`src/rtl/ptl_pkg.sv`:
```
// ptl_pkg: shared types and constants for the postfix-to-load/op code block.
// Used by ptl_front, ptl_back, ptl_checker and the top level.
// No dependencies.
`default_nettype none

package ptl_pkg;

    // Default operand stack depth (entries of 8 bits).
    localparam int STACK_DEPTH_DEF = 64;

    // Depth of the queue between front and back; must be a power of two.
    localparam int QDEPTH = 2;

    localparam logic [7:0] CH_A     = 8'h41;
    localparam logic [7:0] CH_Z     = 8'h5A;
    localparam logic [7:0] CH_PLUS  = 8'h2B;
    localparam logic [7:0] CH_MINUS = 8'h2D;
    localparam logic [7:0] CH_STAR  = 8'h2A;
    localparam logic [7:0] CH_SLASH = 8'h2F;

    // Result kinds as they appear on the output channel.
    typedef enum logic [3:0] {
        KIND_LOAD    = 4'd0,
        KIND_ADD     = 4'd1,
        KIND_SUB     = 4'd2,
        KIND_MUL     = 4'd3,
        KIND_DIV     = 4'd4,
        KIND_STORE   = 4'd5,
        KIND_BADEXPR = 4'd6,
        KIND_BADIN   = 4'd7,
        KIND_END     = 4'd8,
        KIND_OVF     = 4'd9
    } kind_t;

    // Character class decided by the front end.
    typedef enum logic [1:0] {
        CLS_LETTER = 2'd0,
        CLS_OP     = 2'd1,
        CLS_BAD    = 2'd2,
        CLS_END    = 2'd3
    } cls_t;

    // One classified beat held in the queue.
    typedef struct packed {
        cls_t       cls;
        kind_t      op;
        logic [7:0] sym;
    } item_t;

endpackage

`default_nettype wire

```
`src/rtl/postfix_to_load_op_code.sv`:
```
// postfix_to_load_op_code: top level of the postfix-to-load/op/store code block.
// Instantiates ptl_front and ptl_back; depends on ptl_pkg.
//
// Usage:
//   Input channel (in_valid / in_stall): one beat per postfix character,
//   symbol plus is_end. An end beat reports whether the operand stack is
//   empty and drops any deferred store.
//   Output channel (out_valid / out_stall): one beat per result, with kind,
//   operands, temp number, stack_empty and last (set on the final result
//   of each input beat). A letter without a deferred store, or any beat
//   after an error, shows nothing.
//   Path: an accepted beat is registered in the queue, each result in the
//   output register; an operator whose top operand is read back after an
//   end beat first fetches it in ST_RDTOP. Throughput: at most one result
//   per cycle while out_stall is low. The single registered read port of
//   the stack fetches an operator's operands one per cycle.
//   A two-beat queue lets the front keep taking beats while the back works
//   or out_stall holds the registered output beat; a full queue raises in_stall.
//   Reset: stack count, deferred store, temp counter and halt flag clear;
//   no clearing pass is run, the block takes beats right away.
`default_nettype none

module postfix_to_load_op_code #(
    parameter int STACK_DEPTH = ptl_pkg::STACK_DEPTH_DEF
) (
    input  wire logic       clk,
    input  wire logic       rst_n,
    input  wire logic       in_valid,
    output logic            in_stall,
    input  wire logic [7:0] symbol,
    input  wire logic       is_end,
    output logic            out_valid,
    input  wire logic       out_stall,
    output logic [3:0]      kind,
    output logic [7:0]      first_operand,
    output logic [7:0]      second_operand,
    output logic [7:0]      temp_number,
    output logic            stack_empty,
    output logic            last
);

    logic           head_valid;
    ptl_pkg::item_t head_item;
    logic           head_pop;

    // front: classify characters and queue them
    ptl_front u_front (
        .clk        (clk),
        .rst_n      (rst_n),
        .in_valid   (in_valid),
        .in_stall   (in_stall),
        .symbol     (symbol),
        .is_end     (is_end),
        .head_valid (head_valid),
        .head_item  (head_item),
        .head_pop   (head_pop)
    );

    // back: stack, deferred store, temp counter, result sequencing
    ptl_back #(
        .STACK_DEPTH (STACK_DEPTH)
    ) u_back (
        .clk            (clk),
        .rst_n          (rst_n),
        .head_valid     (head_valid),
        .head_item      (head_item),
        .head_pop       (head_pop),
        .out_valid      (out_valid),
        .out_stall      (out_stall),
        .kind           (kind),
        .first_operand  (first_operand),
        .second_operand (second_operand),
        .temp_number    (temp_number),
        .stack_empty    (stack_empty),
        .last           (last)
    );

endmodule

`default_nettype wire

```
`src/rtl/ptl_front.sv`:
```
// ptl_front: accepts input beats, classifies the character and queues it.
// Depends on ptl_pkg.
`default_nettype none

module ptl_front (
    input  wire logic          clk,
    input  wire logic          rst_n,
    input  wire logic          in_valid,
    output logic               in_stall,
    input  wire logic [7:0]    symbol,
    input  wire logic          is_end,
    output logic               head_valid,
    output ptl_pkg::item_t     head_item,
    input  wire logic          head_pop
);

    localparam int QPW = (ptl_pkg::QDEPTH > 1) ? $clog2(ptl_pkg::QDEPTH) : 1;
    localparam int QCW = $clog2(ptl_pkg::QDEPTH + 1);

    ptl_pkg::item_t q_mem_reg [ptl_pkg::QDEPTH];
    logic [QPW-1:0] wr_ptr_reg, wr_ptr_next;
    logic [QPW-1:0] rd_ptr_reg, rd_ptr_next;
    logic [QCW-1:0] q_cnt_reg, q_cnt_next;
    ptl_pkg::item_t cls_item;
    logic           push;

    // Classify the incoming character.
    always_comb
    begin
        cls_item.sym = symbol;
        cls_item.op  = ptl_pkg::KIND_LOAD;
        if (is_end)
        begin
            cls_item.cls = ptl_pkg::CLS_END;
        end
        else if (symbol >= ptl_pkg::CH_A && symbol <= ptl_pkg::CH_Z)
        begin
            cls_item.cls = ptl_pkg::CLS_LETTER;
        end
        else
        begin
            cls_item.cls = ptl_pkg::CLS_OP;
            case (symbol)
                ptl_pkg::CH_PLUS:  cls_item.op = ptl_pkg::KIND_ADD;
                ptl_pkg::CH_MINUS: cls_item.op = ptl_pkg::KIND_SUB;
                ptl_pkg::CH_STAR:  cls_item.op = ptl_pkg::KIND_MUL;
                ptl_pkg::CH_SLASH: cls_item.op = ptl_pkg::KIND_DIV;
                default:           cls_item.cls = ptl_pkg::CLS_BAD;
            endcase
        end
    end

    assign in_stall   = (q_cnt_reg == QCW'(ptl_pkg::QDEPTH));
    assign push       = in_valid && !in_stall;
    assign head_valid = (q_cnt_reg != '0);
    assign head_item  = q_mem_reg[rd_ptr_reg];

    always_comb
    begin
        wr_ptr_next = push ? wr_ptr_reg + 1'b1 : wr_ptr_reg;
        rd_ptr_next = head_pop ? rd_ptr_reg + 1'b1 : rd_ptr_reg;
        q_cnt_next  = q_cnt_reg + QCW'(push) - QCW'(head_pop);
    end

    always_ff @(posedge clk)
    begin
        if (push)
        begin
            q_mem_reg[wr_ptr_reg] <= cls_item;
        end
    end

    always_ff @(posedge clk or negedge rst_n)
    begin
        if (!rst_n)
        begin
            wr_ptr_reg <= '0;
            rd_ptr_reg <= '0;
            q_cnt_reg  <= '0;
        end
        else
        begin
            wr_ptr_reg <= wr_ptr_next;
            rd_ptr_reg <= rd_ptr_next;
            q_cnt_reg  <= q_cnt_next;
        end
    end

endmodule

`default_nettype wire

```
`src/rtl/ptl_back.sv`:
```
// ptl_back: sequencer that runs queued beats against the operand stack
// and drives the registered output channel. Depends on ptl_pkg.
`default_nettype none

module ptl_back #(
    parameter int STACK_DEPTH = ptl_pkg::STACK_DEPTH_DEF
) (
    input  wire logic           clk,
    input  wire logic           rst_n,
    input  wire logic           head_valid,
    input  wire ptl_pkg::item_t head_item,
    output logic                head_pop,
    output logic                out_valid,
    input  wire logic           out_stall,
    output logic [3:0]          kind,
    output logic [7:0]          first_operand,
    output logic [7:0]          second_operand,
    output logic [7:0]          temp_number,
    output logic                stack_empty,
    output logic                last
);

    localparam int CNT_W = $clog2(STACK_DEPTH + 1);
    localparam int AW    = (STACK_DEPTH > 1) ? $clog2(STACK_DEPTH) : 1;

    typedef enum logic [5:0] {
        ST_HEAD  = 6'b000001,
        ST_CHAR  = 6'b000010,
        ST_RDTOP = 6'b000100,
        ST_LOAD2 = 6'b001000,
        ST_OP    = 6'b010000,
        ST_OVF   = 6'b100000
    } state_t;

    // Stack memory
    logic [7:0]    mem [STACK_DEPTH];
    logic [7:0]    rd_data_reg;
    logic          rd_en, wr_en;
    logic [AW-1:0] rd_addr, wr_addr;
    logic [7:0]    wr_data;

    state_t         state_reg, state_next;
    logic [CNT_W-1:0] count_reg, count_next;
    logic [7:0]     top_reg, top_next;
    logic           top_ok_reg, top_ok_next;
    logic [7:0]     nxt_reg, nxt_next;
    logic           pend_reg, pend_next;
    logic [7:0]     pend_op_reg, pend_op_next;
    logic [7:0]     temp_reg, temp_next;
    logic           halt_reg, halt_next;

    logic           out_valid_reg;
    ptl_pkg::kind_t kind_reg;
    logic [7:0]     first_reg, second_reg, tnum_reg;
    logic           empty_reg, last_reg;

    logic           adv, do_emit, char_step;
    ptl_pkg::kind_t e_kind;
    logic [7:0]     e_a, e_b, e_t;
    logic           e_empty, e_last;
    logic           full, below_two;

    assign adv       = !out_valid_reg || !out_stall;
    assign full      = (count_reg == CNT_W'(STACK_DEPTH));
    assign below_two = (count_reg < CNT_W'(2));

    always_comb
    begin
        state_next   = state_reg;
        count_next   = count_reg;
        top_next     = top_reg;
        top_ok_next  = top_ok_reg;
        nxt_next     = nxt_reg;
        pend_next    = pend_reg;
        pend_op_next = pend_op_reg;
        temp_next    = temp_reg;
        halt_next    = halt_reg;
        do_emit      = 1'b0;
        char_step    = 1'b0;
        e_kind       = ptl_pkg::KIND_LOAD;
        e_a          = '0;
        e_b          = '0;
        e_t          = '0;
        e_empty      = 1'b0;
        e_last       = 1'b0;
        head_pop     = 1'b0;
        rd_en        = 1'b0;
        rd_addr      = '0;
        wr_en        = 1'b0;
        wr_addr      = AW'(count_reg);
        wr_data      = '0;

        if (adv)
        begin
            case (state_reg)
                ST_HEAD:
                begin
                    if (head_valid)
                    begin
                        if (halt_reg)
                        begin
                            head_pop = 1'b1;
                        end
                        else if (head_item.cls == ptl_pkg::CLS_END)
                        begin
                            do_emit   = 1'b1;
                            e_kind    = ptl_pkg::KIND_END;
                            e_empty   = (count_reg == '0);
                            e_last    = 1'b1;
                            pend_next = 1'b0;
                            head_pop  = 1'b1;
                        end
                        else if (pend_reg)
                        begin
                            // deferred store comes out before the character
                            do_emit   = 1'b1;
                            e_kind    = ptl_pkg::KIND_STORE;
                            e_a       = pend_op_reg;
                            e_t       = temp_reg;
                            pend_next = 1'b0;
                            if (full)
                            begin
                                state_next = ST_OVF;
                            end
                            else
                            begin
                                wr_en       = 1'b1;
                                wr_data     = pend_op_reg;
                                count_next  = count_reg + 1'b1;
                                top_next    = pend_op_reg;
                                top_ok_next = 1'b1;
                                state_next  = ST_CHAR;
                                // a letter that still fits adds no result
                                e_last = (head_item.cls == ptl_pkg::CLS_LETTER) &&
                                         (count_reg < CNT_W'(STACK_DEPTH - 1));
                            end
                        end
                        else
                        begin
                            char_step = 1'b1;
                        end
                    end
                end
                ST_CHAR:
                begin
                    char_step = 1'b1;
                end
                ST_RDTOP:
                begin
                    do_emit     = 1'b1;
                    e_kind      = ptl_pkg::KIND_LOAD;
                    e_a         = rd_data_reg;
                    top_next    = rd_data_reg;
                    top_ok_next = 1'b1;
                    rd_en       = 1'b1;
                    rd_addr     = AW'(count_reg - CNT_W'(2));
                    state_next  = ST_LOAD2;
                end
                ST_LOAD2:
                begin
                    do_emit    = 1'b1;
                    e_kind     = ptl_pkg::KIND_LOAD;
                    e_a        = rd_data_reg;
                    nxt_next   = rd_data_reg;
                    state_next = ST_OP;
                end
                ST_OP:
                begin
                    do_emit      = 1'b1;
                    e_kind       = head_item.op;
                    e_a          = top_reg;
                    e_b          = nxt_reg;
                    e_last       = 1'b1;
                    count_next   = count_reg - CNT_W'(2);
                    top_ok_next  = 1'b0;
                    pend_next    = 1'b1;
                    pend_op_next = nxt_reg;
                    temp_next    = (temp_reg != 8'hFF) ? temp_reg + 8'd1 : temp_reg;
                    head_pop     = 1'b1;
                    state_next   = ST_HEAD;
                end
                ST_OVF:
                begin
                    do_emit    = 1'b1;
                    e_kind     = ptl_pkg::KIND_OVF;
                    e_last     = 1'b1;
                    halt_next  = 1'b1;
                    head_pop   = 1'b1;
                    state_next = ST_HEAD;
                end
                default:
                begin
                    state_next = ST_HEAD;
                end
            endcase

            if (char_step)
            begin
                case (head_item.cls)
                    ptl_pkg::CLS_LETTER:
                    begin
                        head_pop   = 1'b1;
                        state_next = ST_HEAD;
                        if (full)
                        begin
                            do_emit   = 1'b1;
                            e_kind    = ptl_pkg::KIND_OVF;
                            e_last    = 1'b1;
                            halt_next = 1'b1;
                        end
                        else
                        begin
                            wr_en       = 1'b1;
                            wr_data     = head_item.sym;
                            count_next  = count_reg + 1'b1;
                            top_next    = head_item.sym;
                            top_ok_next = 1'b1;
                        end
                    end
                    ptl_pkg::CLS_OP:
                    begin
                        if (below_two)
                        begin
                            do_emit    = 1'b1;
                            e_kind     = ptl_pkg::KIND_BADEXPR;
                            e_last     = 1'b1;
                            halt_next  = 1'b1;
                            head_pop   = 1'b1;
                            state_next = ST_HEAD;
                        end
                        else if (top_ok_reg)
                        begin
                            do_emit    = 1'b1;
                            e_kind     = ptl_pkg::KIND_LOAD;
                            e_a        = top_reg;
                            rd_en      = 1'b1;
                            rd_addr    = AW'(count_reg - CNT_W'(2));
                            state_next = ST_LOAD2;
                        end
                        else
                        begin
                            // top not cached after a dropped store: fetch it
                            rd_en      = 1'b1;
                            rd_addr    = AW'(count_reg - CNT_W'(1));
                            state_next = ST_RDTOP;
                        end
                    end
                    default:
                    begin
                        do_emit    = 1'b1;
                        e_kind     = ptl_pkg::KIND_BADIN;
                        e_last     = 1'b1;
                        halt_next  = 1'b1;
                        head_pop   = 1'b1;
                        state_next = ST_HEAD;
                    end
                endcase
            end
        end
    end

    always_ff @(posedge clk)
    begin
        if (wr_en)
        begin
            mem[wr_addr] <= wr_data;
        end
        if (rd_en)
        begin
            rd_data_reg <= mem[rd_addr];
        end
    end

    // output payload
    always_ff @(posedge clk)
    begin
        if (adv && do_emit)
        begin
            kind_reg   <= e_kind;
            first_reg  <= e_a;
            second_reg <= e_b;
            tnum_reg   <= e_t;
            empty_reg  <= e_empty;
            last_reg   <= e_last;
        end
        top_reg <= top_next;
        nxt_reg <= nxt_next;
    end

    always_ff @(posedge clk or negedge rst_n)
    begin
        if (!rst_n)
        begin
            state_reg     <= ST_HEAD;
            count_reg     <= '0;
            top_ok_reg    <= 1'b0;
            pend_reg      <= 1'b0;
            pend_op_reg   <= '0;
            temp_reg      <= '0;
            halt_reg      <= 1'b0;
            out_valid_reg <= 1'b0;
        end
        else
        begin
            state_reg   <= state_next;
            count_reg   <= count_next;
            top_ok_reg  <= top_ok_next;
            pend_reg    <= pend_next;
            pend_op_reg <= pend_op_next;
            temp_reg    <= temp_next;
            halt_reg    <= halt_next;
            if (adv)
            begin
                out_valid_reg <= do_emit;
            end
        end
    end

    assign out_valid      = out_valid_reg;
    assign kind           = kind_reg;
    assign first_operand  = first_reg;
    assign second_operand = second_reg;
    assign temp_number    = tnum_reg;
    assign stack_empty    = empty_reg;
    assign last           = last_reg;

endmodule

`default_nettype wire

```
`config.mk`:
```
export PLATFORM = sky130hd
export DESIGN_NAME = postfix_to_load_op_code
export DESIGN_NICKNAME = d
export VERILOG_FILES = /design/src/rtl/ptl_pkg.sv /design/src/rtl/postfix_to_load_op_code.sv /design/src/rtl/ptl_front.sv /design/src/rtl/ptl_back.sv
export SDC_FILE = /design/constraint.sdc
export NUM_CORES = 1
export LEC_CHECK = 0
export ABC_AREA = 1
export BUFFER_PORTS_ARGS = -buffer_cell sky130_fd_sc_hd__buf_2
export CORE_ASPECT_RATIO = 0.6
export CORE_MARGIN = 8
export CORE_UTILIZATION = 24
export CTS_CLUSTER_SIZE = 16
export DETAILED_ROUTE_END_ITERATION = 8
export MAX_ROUTING_LAYER = met4
export SLEW_MARGIN = 20
export SYNTH_ARGS = -nofsm -noshare
export SYNTH_HDL_FRONTEND = slang
export SYNTH_HIERARCHICAL = 1
export SYNTH_SLANG_ARGS = --single-unit
```
`constraint.sdc`:
```
create_clock -name clk -period 5.41 [get_ports clk]
set_input_delay 0.541 -clock clk [delete_from_list [all_inputs] [get_ports clk]]
set_output_delay 0.541 -clock clk [all_outputs]
set_load 0.005 [all_outputs]
```
### Word level (Yosys, flattened, before mapping)

Memories as Yosys holds them, arrays and structs flattened. A register that Yosys moved wholly into a read port is not among the register bits.
Cells that the tools add are included.

| operators by class | value |
|---|---|
| $add $sub $neg | 8 |
| $lt $le $gt $ge | 4 |
| eq/ne operators | 22 |
| muxes and demuxes | 140 |
| bitwise gates (word level) | 5 |
| reduce and logical (&&, ||, !) cells | 23 |

Operators with widths:

| kind | count |
|---|---|
| $mux 8 | 26 |
| $mux 6 | 14 |
| $mux 1 | 62 |
| $mux 7 | 8 |
| $mux 4 | 10 |
| $eq 8x6->1 const B | 4 |
| $pmux 6 s4 | 1 |
| $pmux 8 s3 | 1 |
| $pmux 1 s2 | 8 |
| $pmux 8 s2 | 1 |
| $pmux 7 s2 | 1 |
| $pmux 3 s4 | 1 |
| $pmux 4 s3 | 1 |
| $add 8x1->8 const B | 1 |
| $ge 8x7->1 const B | 1 |
| $le 8x7->1 const B | 1 |
| $ne 8x8->1 const B | 1 |
| $pmux 4 s2 | 1 |
| $reduce_or 4->1 | 2 |
| $add 7x1->7 const B | 1 |
| $eq 7x7->1 const B | 1 |
| $logic_not 7->1 | 1 |
| $lt 7x2->1 const B | 1 |
| $lt 7x6->1 const B | 1 |
| other kinds (34) | 52 |

| word-level totals | value |
|---|---|
| register bits | 83 |
| bits in writable memories | 540 |
| bits of input ports | 13 |
| output and inout bits | 32 |
| word-level logic and storage cells | 223 |
| memories kept | 2 |

Memories:

| memory | words | width | rd ports | clocked after Yosys merged registers in | wr ports | line | RTL |
|---|---|---|---|---|---|---|---|
| u_back.mem | 64 | 8 | 1 | 1 | 1 | ptl_back.sv:36 | `logic [7:0] mem [STACK_DEPTH];` |
| u_front.q_mem_reg | 2 | 14 | 1 | 0 | 1 | ptl_front.sv:20 | `ptl_pkg::item_t q_mem_reg [ptl_pkg::QDEPTH];` |

### Logic depth before layout (Yosys ltp)

Gate-level depths: netlist of run 1.

| logic depth | value |
|---|---|
| word-level depth | 13 |
| mapped depth | 20 |
| depth with buffers taken out | 19 |

### Cells and area by module

The synthesis of run 1 kept the hierarchy.

By module, submodules not included:

| module | times used | cells an instance | area an instance (um2) | seq. area each (um2) |
|---|---|---|---|---|
| ptl_back | 1 | 2613 | 27296.2 | 17823.3 |
| ptl_front | 1 | 99 | 1310.0 | 880.8 |

### Worst setup path before layout of run 1

No wires, ideal clock.

| timing path | value |
|---|---|
| path kind | register to register |
| start point | register u_front.rd_ptr_reg |
| end point | memory u_back.mem[0][6], data pin |
| data arrival time | 3.920 ns |
| required time | 4.862 ns |
| setup slack | 0.942 ns |
| stages on the path, launching flop included | 15 |
| clock period less this slack | 4.468 ns |
| cells stage by stage | dfrtp_1 buf_6 mux2_2 nand2_1 nand3_1 nor2_1 nand2_1 nand2_4 inv_1 nor2_2 inv_1 nor2_4 clkbuf_1 nand2_1 a21oi_1 |

RTL lines:

| element | line | RTL |
|---|---|---|
| start: declaration | ptl_front.sv:22 | `logic [QPW-1:0] rd_ptr_reg, rd_ptr_next;` |
| start signal: assignment | ptl_front.sv:84 | `rd_ptr_reg <= rd_ptr_next;` |
| end: declaration | ptl_back.sv:36 |  |

==> results.md, run 1 <==
- The flow ran to the end, and the final reports show no timing, DRC or antenna violations.
- Row generation in the floorplan step produced 98 rows.
- The sort of element at the start of the critical path is a register.
- The class of the worst hold path is in -> reg.
- The number of DRC markers after the initial detailed-route iteration is 2465.
- The area of the core region is 118700 µm².
- Buffers added to address setup during post-CTS repair amount to 0.
- The maximum root-to-sink buffer count is 3.
- The start-to-end type of the worst setup path is reg -> reg.
- The detailed placer's ending HPWL is 47940 µm.
- The slack of the worst reg-to-reg path is 0.88 ns.
- The via count of the first global-routing pass is 18648.
- The initial antenna violation count was 2.
- The number of I/O port buffers is 44.
- The final critical-path setup slack is 0.8788 ns.
- After synthesis the cells add up to 28610 µm².
- The share of synthesized flip-flops with an asynchronous set or reset is 0.05882.
- Setup repair after global routing left no endpoint under its margin.
- After detailed routing, the number of vias per cell comes to 4.624.
- The most area-hungry cell type in the Yosys netlist is edfxtp_1.
- The number of hold-repair buffers added at the cts stage is 0.
- The first global-routing pass estimated 119100 µm of wire.
- The synthesized flop and latch total is 629.
- In this design, the critical path's most frequently occurring cell is inv_2.
- The number of warnings printed during yosys synthesis is 6.
- The largest driver fanout on the critical path is 14.
- The TritonCTS clock tree is yes.
- The cell count of the worst hold path is 1.
- The number of flip-flops in the largest register is 512.
- The chip height is 283.4 µm.
- For hold timing, the worst endpoint is u_front/q_mem_reg[0][7].
- The total number of vias is 20148.
- For this configuration, the core starts out at a cell density of 0.2410.
- The global routing met2 resource utilization is 0.1520.
- The final setup TNS is 0 ns.
- IR analysis of the VDD net gives a maximum drop of 0.0002600 V.
- The most frequently used flop master after synthesis is edfxtp_1.
- At the end of routability-driven placement, the weighted congestion stood at 0.8976.
- Setup violations remaining at the end of the flow were counted as 0.
- After synthesis, the cell types taking the most area are edfxtp_1, nand3_1, nand2_1.
- In this design, the stage delay of the slowest critical-path cell is 0.74 ns.
- In this run, synthesis inferred 592 flip-flops with an integrated enable.
- The share of synthesized area in the top cell type comes to 0.6214.
- The static leakage is 12.97 nW.
- The count of pins on the block boundary is 45.
- The maximum clock skew at final layout is 0.03179 ns.
- The ratio of final minimum period to clock period is 0.8376.
- For the worst setup path, the data required time is 5.64 ns.
- The mean cell area of the mapped netlist is 10.55 µm².
- Leaving out filler cells and counting taps, the final layout contains 4357.
- The maximum number of pins on one net before global-route repair is 179.
- The total count of hold-check failures in the final report came to 0.
- The fraction of final layout cells sized beyond drive strength 1 is 0.09325.
- Of the synthesized area, sequential elements account for 0.6539.
- The overall die width is 461.7 µm.
- The routed length per instance is 18.00 µm.
- The post-synthesis cell count is 2712.
- The clock net sink count is 629.
- The count of different cell masters after synthesis is 50.
- Traced cell by cell, the critical path runs through mux2_2, nand2_1, nand3_1, nor2_1, inv_1, nor2_4, inv_2, nor2_2, inv_2, nand2_2, inv_2, nor2_8, nand3_4, nor2_1.
- The number of nets in the synthesized netlist is 2735.
- For this run the aggregate overflow at the end of global routing stands at 0.
- The total length of routed wires is 78420 µm.
- STA classifies the critical path endpoint as a register.
- The terminus of the critical flop-to-flop path is u_back/mem[62][0].
- Data on the critical path arrives at its endpoint at 4.77 ns.
- The final net count is 2734.
- The number of cells traversed by the worst register-to-register path is 14.
- The count of final max-slew check failures came to 0.
- At the pin with the least slew margin, the transition time is 1.152 ns.
- For the worst-skew pair, the clock arrives at the later sink with an insertion delay of 0.64 ns.
- The clock period could shrink to 4.531 ns.
- The source of the worst register-to-register timing path is u_front/rd_ptr_reg.
- Compared with the post-synthesis result, the final layout area differs by 13.45%.
- The timing-limited maximum frequency is 220.7 MHz.
- After clock tree synthesis, the repair step resized 0 gates.
- Sorting the synthesized cells by how often they occur yields edfxtp_1, nand2_1, inv_1.
- The total power density per cell area is 369.5 nW/µm².
- The most frequent cell after synthesis is edfxtp_1.
- The post-CTS clock slew at the launch and capture registers of the worst setup and hold paths is 0.07 ns.
- The pre-CTS setup slack is 0.9553 ns.
- The met1 track utilization from global routing is 0.1853.
- The iteration count of the initial detailed-routing pass is 6.
- The number of remaining DRC errors is 0.
- The critical hold path startpoint is symbol[7].
- Including well taps, the total number of placed cells is 4254.
- The layer flagged by global routing as most heavily used is met1.
- The post-detailed-route count of antenna-violating nets is 0.
- The number of buffers created by CTS is 53.
- The number of max-capacitance violations reported is 0.
- The area of the die is 130900 µm².
- Headroom to the max-slew limit came out at 0.2303.
- The tree is rooted in a clkbuf_16.
- For met3 alone, demand over resource in global routing was 0.03588.
- The largest individual stage delay along the critical path comes from the cell dfrtp_1.
- In the global route stage, overall resource usage came out at 0.1191.
- The number of levels in the clock H-tree is 2.
[where the power goes]
| part | internal (mW) | total, mW | switching, mW | leakage (nW) |
|---|---|---|---|---|
| combinational | 0.614 | 2.18 | 1.57 | 6.93 |
| clock | 2.11 | 3.92 | 1.81 | 0.871 |
| sequential | 5.66 | 5.89 | 0.236 | 5.17 |
[worst max path at each step]
stage / startpoint / endpoint / slack, ns / depth (start not counted)
2_1_floorplan: u_front/rd_ptr_reg / u_back/mem[0][6] / 0.94 / 14
3_3_place_gp: u_front/rd_ptr_reg / u_back/mem[40][0] / 1.00 / 16
3_5_place_dp: u_front/rd_ptr_reg / u_back/mem[15][2] / 0.96 / 14
4_1_cts: u_front/rd_ptr_reg / u_back/mem[40][2] / 0.94 / 14
5_1_grt: u_front/rd_ptr_reg / u_back/mem[9][5] / 0.65 / 14
6_report: u_front/rd_ptr_reg / u_back/mem[62][0] / 0.88 / 14
[critical path, delay by kind of cell, from the launching register on]
kind / cells / cell delay (ns)
mux: 1 / 0.45
flops: 1 / 0.74
simple gates: 9 / 2.49
buf+inv: 4 / 0.46
[layer usage]
layer | part of all wire | routed length (µm)
met5 | 0 | 0
met4 | 0.013 | 1020
met3 | 0.12 | 9142
met2 | 0.39 | 30510
met1 | 0.48 | 37740
[cell type report]
cell class              count  area [µm²]
diodes                      1       2.502
repair buffers            101       775.7
inverters                 422        1584
fillers                 12435       86240
flip-flops and latches    629       18700
clock buffers              61        1398
clock inverters            39       345.3
multi-input cells        1504        7644
well taps                1600        2002
[cell families after synthesis]
family | share of synthesized area
buffers and inverters | 0.08376
AND/OR/NAND/NOR | 0.2124
flip-flops | 0.6539
adder cells (fa/ha/maj) | 0.004374
other | 0.0001311
XOR/XNOR | 0.005205
multiplexers | 0.005117
AO/OA/AOI/OAI | 0.03517
[through the flow]
stage	cell area, µm²	utilization	hold WS (ns)	power [mW]
finish	32450	0.2734	0.1287	11.99
global placement	30670	0.2584	0.4841	8.124
floorplan	28610	-	0.2454	7.374
detailed placement	30680	0.2585	0.4829	8.131
CTS	32420	0.2731	0.08891	12.02
global route	32450	0.2734	0.1038	12.49
[layout by cell type (no fill, tap or decap), types with 15 or more instances in the layout]
master	instances
edfxtp_1	592
nand2_1	499
inv_1	412
nand3_1	410
nand4_1	186
nor2_1	144
clkbuf_16	54
o21ai_1	54
buf_4	46
buf_2	44
o21ai_0	42
dfrtp_1	36
a21oi_1	20
o211ai_1	19
clkinv_2	18
xor2_1	15
(Power assumes the default switching activity.)
==> inputs of run 2 (changes only) <==
clock period = 4.44 ns   (was 5.41 ns; I/O delays follow)
==> run 2 against run 1 <==
  * Final cell count increased by 1.0%
  * First-iteration DRC count up 21%
  * Core utilization is 0.45 points higher
  * Critical path depth up 4
  * Maximum frequency increased by 9.3%
  * Clock power rose by 26%
  * Register-to-register slack lost 0.59 ns
  * Non-clock buffer count increased by 44
  * Clock-buffer cell count is 10 higher
  * Via count increased by 2.0%
  * Critical endpoint is now u_back/rd_data_reg[4]
  * Largest cell class unchanged
  * Largest power group unchanged
==> results.md, run 2 (synthesis gave the netlist of run 1 again) <==
- The ratio of final minimum period to clock period is 0.9341 (+0.09657).
- The post-detailed-route count of antenna-violating nets came to 0 (unchanged).
- The clock insertion delay at the later pin of the skew report came to 0.64 ns (about the same).
- The routed length per instance is 18.49 µm (+2.7%).
- The initial antenna violation count was 1 (-1).
- The area of all sequential standard cells was 18700 µm² (unchanged).
- The ratio of routed vias to standard cells was 4.671 (+1.0%).
- The maximum number of pins on one net before global-route repair was 188 (+5.0%).
- The number of max-capacitance violations reported is 0 (unchanged).
- The critical path's largest stage delay is 0.53 ns (-0.21 ns).
- The worst-case vdd ir drop is 0.0003314 V (+27%).
- Setup repair after global routing left no endpoint under its margin.
- The overall die width was 461.7 µm (unchanged).
- The clock net sink count is 629 (unchanged).
- The number of flip-flops in the largest register is 512 (unchanged).
- The cell count of the worst hold path came to 1 (unchanged).
- The global router's overall resource usage was 0.1239 (+0.004848).
- The maximum clock skew at final layout is 0.02911 ns (-0.002683 ns).
- The maximum root-to-sink buffer count is 3 (unchanged).
- The run finished with clean final reports.
- Leaving out fill and tap cells, the most frequent cells in the layout are edfxtp_1, nand2_1, inv_1.
- The fraction of final layout cells sized beyond drive strength 1 is 0.1064 (+0.01318).
- The total count of hold-check failures in the final report was 0 (unchanged).
- The number of standard cells in the layout, taps in and fillers out came to 4401 (+1.0%).
- The first-pass GRT wire length is 124100 µm (+4.2%).
- The tightest min-delay check is of the in -> reg type.
- STA classifies the critical path startpoint as a register.
- The total power density per cell area is 452.5 nW/µm² (+22%).
- The starting utilization of the core area was 0.2410 (unchanged).
- The critical path goes through inv_1, ha_1, inv_1, nor2_1, nand3_2, inv_1, nand2_1, nand2_1, nand3_4, nand3_4, buf_4, nand2_1, nand3_1, nand3_1, nand3_1, nand3_1, nand3_1, nand2_1.
- The area of the die is 130900 µm² (unchanged).
- The iteration count of the initial detailed-routing pass is 6 (unchanged).
- The number of levels in the clock H-tree is 2 (unchanged).
- The count of fill cells added during filler insertion is 12414 (-0.17%).
- The cell repeated most along the worst path is nand3_1.
- The count of pins on the block boundary is 45 (unchanged).
- The cell count after placement is 4299 (+1.1%).
- The combined buffer and inverter count along the critical path is 4 (unchanged).
- The count of final max-slew check failures was 0 (unchanged).
- The gate family responsible for the most delay along the worst path is simple AND/OR/NAND/NOR gates.
- The final setup violation count came to 0 (unchanged).
- The cell chosen for the clock root is clkbuf_16.
- The area growth from synthesis to layout is 15.33%.
- The post-CTS clock slew at the launch and capture registers of the worst setup and hold paths is 0.07 ns (about the same).
- The number of cells traversed by the worst register-to-register path is 18 (+4).
- The timing-limited maximum frequency is 241.1 MHz (+9.3%).
- The detailed placer's ending HPWL is 50090 µm (+4.5%).
- The most common cell after layout, fill and taps aside is edfxtp_1.
- The area of the core region came to 118700 µm² (unchanged).
- The cell depth of the worst setup path came to 18 (+4).
- The chip height was 283.4 µm (unchanged).
- The final net count is 2781 (+1.7%).
- The total area of multi-input combinational cells was 7644 µm² (unchanged).
- The data arrival at the endpoint of the critical path was 4.51 ns (-0.26 ns).
- The final setup TNS was 0 ns (unchanged).
- The required time at the worst-slack endpoint is 4.80 ns (-0.84 ns).
- The total length of routed wires was 81380 µm (+3.8%).
- The slowest library cell on the worst path is buf_4.
- The via count of the first global-routing pass came to 19032 (+2.1%).
- The number of I/O port buffers is 44 (unchanged).
- The static leakage is 13.26 nW (+2.3%).
- The global route total overflow is 0 (unchanged).
- The weighted congestion reported at the end of routability-driven placement came to 0.8985 (+0.10%).
- The total number of vias is 20559 (+2.0%).
- The placement row count is 98 (unchanged).
- The number of remaining DRC errors is 0 (unchanged).
- The final critical-path required period was 4.148 ns (-0.3837 ns).
- The worst max-slew margin expressed relative to the limit is 0.3512 (+0.1209).
- The largest driver fanout on the critical path is 48 (+34).
- The endpoint type of the worst setup path is a register.
- The critical path is of the reg -> reg type.
- The number of DRC markers after the initial detailed-route iteration is 2993 (+21%).
- TritonCTS built the clock tree.
- The number of buffers created by CTS is 56 (+5.7%).
- The transition time at the pin with the least slew margin is 0.9697 ns (-0.1823 ns).
==> run 2: cell count changes in the layout (fill, tap and decap cells not counted), moves of 2 or more <==
cell | before | now
buf_12 | 10 | 21
buf_4 | 46 | 79
clkbuf_1 | 5 | 12
clkbuf_16 | 54 | 56
clkinv_1 | 12 | 8
clkinv_2 | 18 | 12
inv_6 | 0 | 3
==> run 2: cell type report <==
type,instances,share of cell area
Clock buffer,71,0.04509
Inverter,422,0.04801
Multi-Input combinational cell,1504,0.2317
Tap cell,1600,0.06068
Clock inverter,29,0.009785
Sequential cell,629,0.5670
Antenna cell,1,0.00007585
Timing Repair Buffer,145,0.03770
==> run 2: path summary, 6_finish.rpt <==
| kind | start | to | slack (ns) |
|---|---|---|---|
| min reg2reg | u_back/temp_reg[6] | u_back/temp_reg[6] | 0.50 |
| min | symbol[7] | u_front/q_mem_reg[0][7] | 0.04 |
| min in group asynchronous | rst_n | u_back/temp_reg[5] | 0.54 |
| max reg2reg | u_back/count_reg[1] | u_back/rd_data_reg[4] | 0.29 |
| max in group asynchronous | rst_n | u_front/q_cnt_reg[0] | 3.29 |
| max | u_back/count_reg[1] | u_back/rd_data_reg[4] | 0.29 |
==> run 2: report_power, final <==
part | internal [mW] | total (mW) | switching, mW
Clock | 2.72 | 4.95 | 2.23
Combinational | 0.778 | 2.82 | 2.04
Sequential | 6.89 | 7.16 | 0.263
Total | 10.4 | 14.9 | 4.54
==> run 2: what timing repair did <==
action                    in CTS  in global routing
setup buffers                  0                  0
hold endpoints to repair      14                  0
gates resized for setup        0                  0
hold buffers                   1                  0
==> run 2: per-stage QoR <==
step | instance area, µm² | total power, mW | util | hold slack (ns) | setup slack [ns]
floorplan | 28610 | 8.985 | - | 0.1484 | 0.002117
global placement | 31160 | 10.01 | 0.2625 | 0.4821 | 0.5029
detailed placement | 31170 | 10.02 | 0.2626 | 0.4910 | 0.4628
CTS | 32990 | 14.95 | 0.2779 | 0.008659 | 0.4356
global route | 32990 | 15.51 | 0.2779 | 0.01116 | 0.06108
finish | 32990 | 14.93 | 0.2779 | 0.03821 | 0.2925
==> run 2: metal layers <==
layer	global-route usage	up-vias	routed length, µm
li1	-	9403	-
met4	0.02131	0	1376
met2	0.1530	1054	30740
met5	-	-	0
met3	0.03681	123	9481
met1	0.1957	9979	39780
==> run 2: worst register-to-register path, delay by kind of cell, from the launching register on <==
kind / cells / cell delay, ns
DFF: 1 / 0.46
buffers and inverters: 4 / 1.02
adders and majority gates: 1 / 0.22
and+or+nand+nor: 13 / 2.19
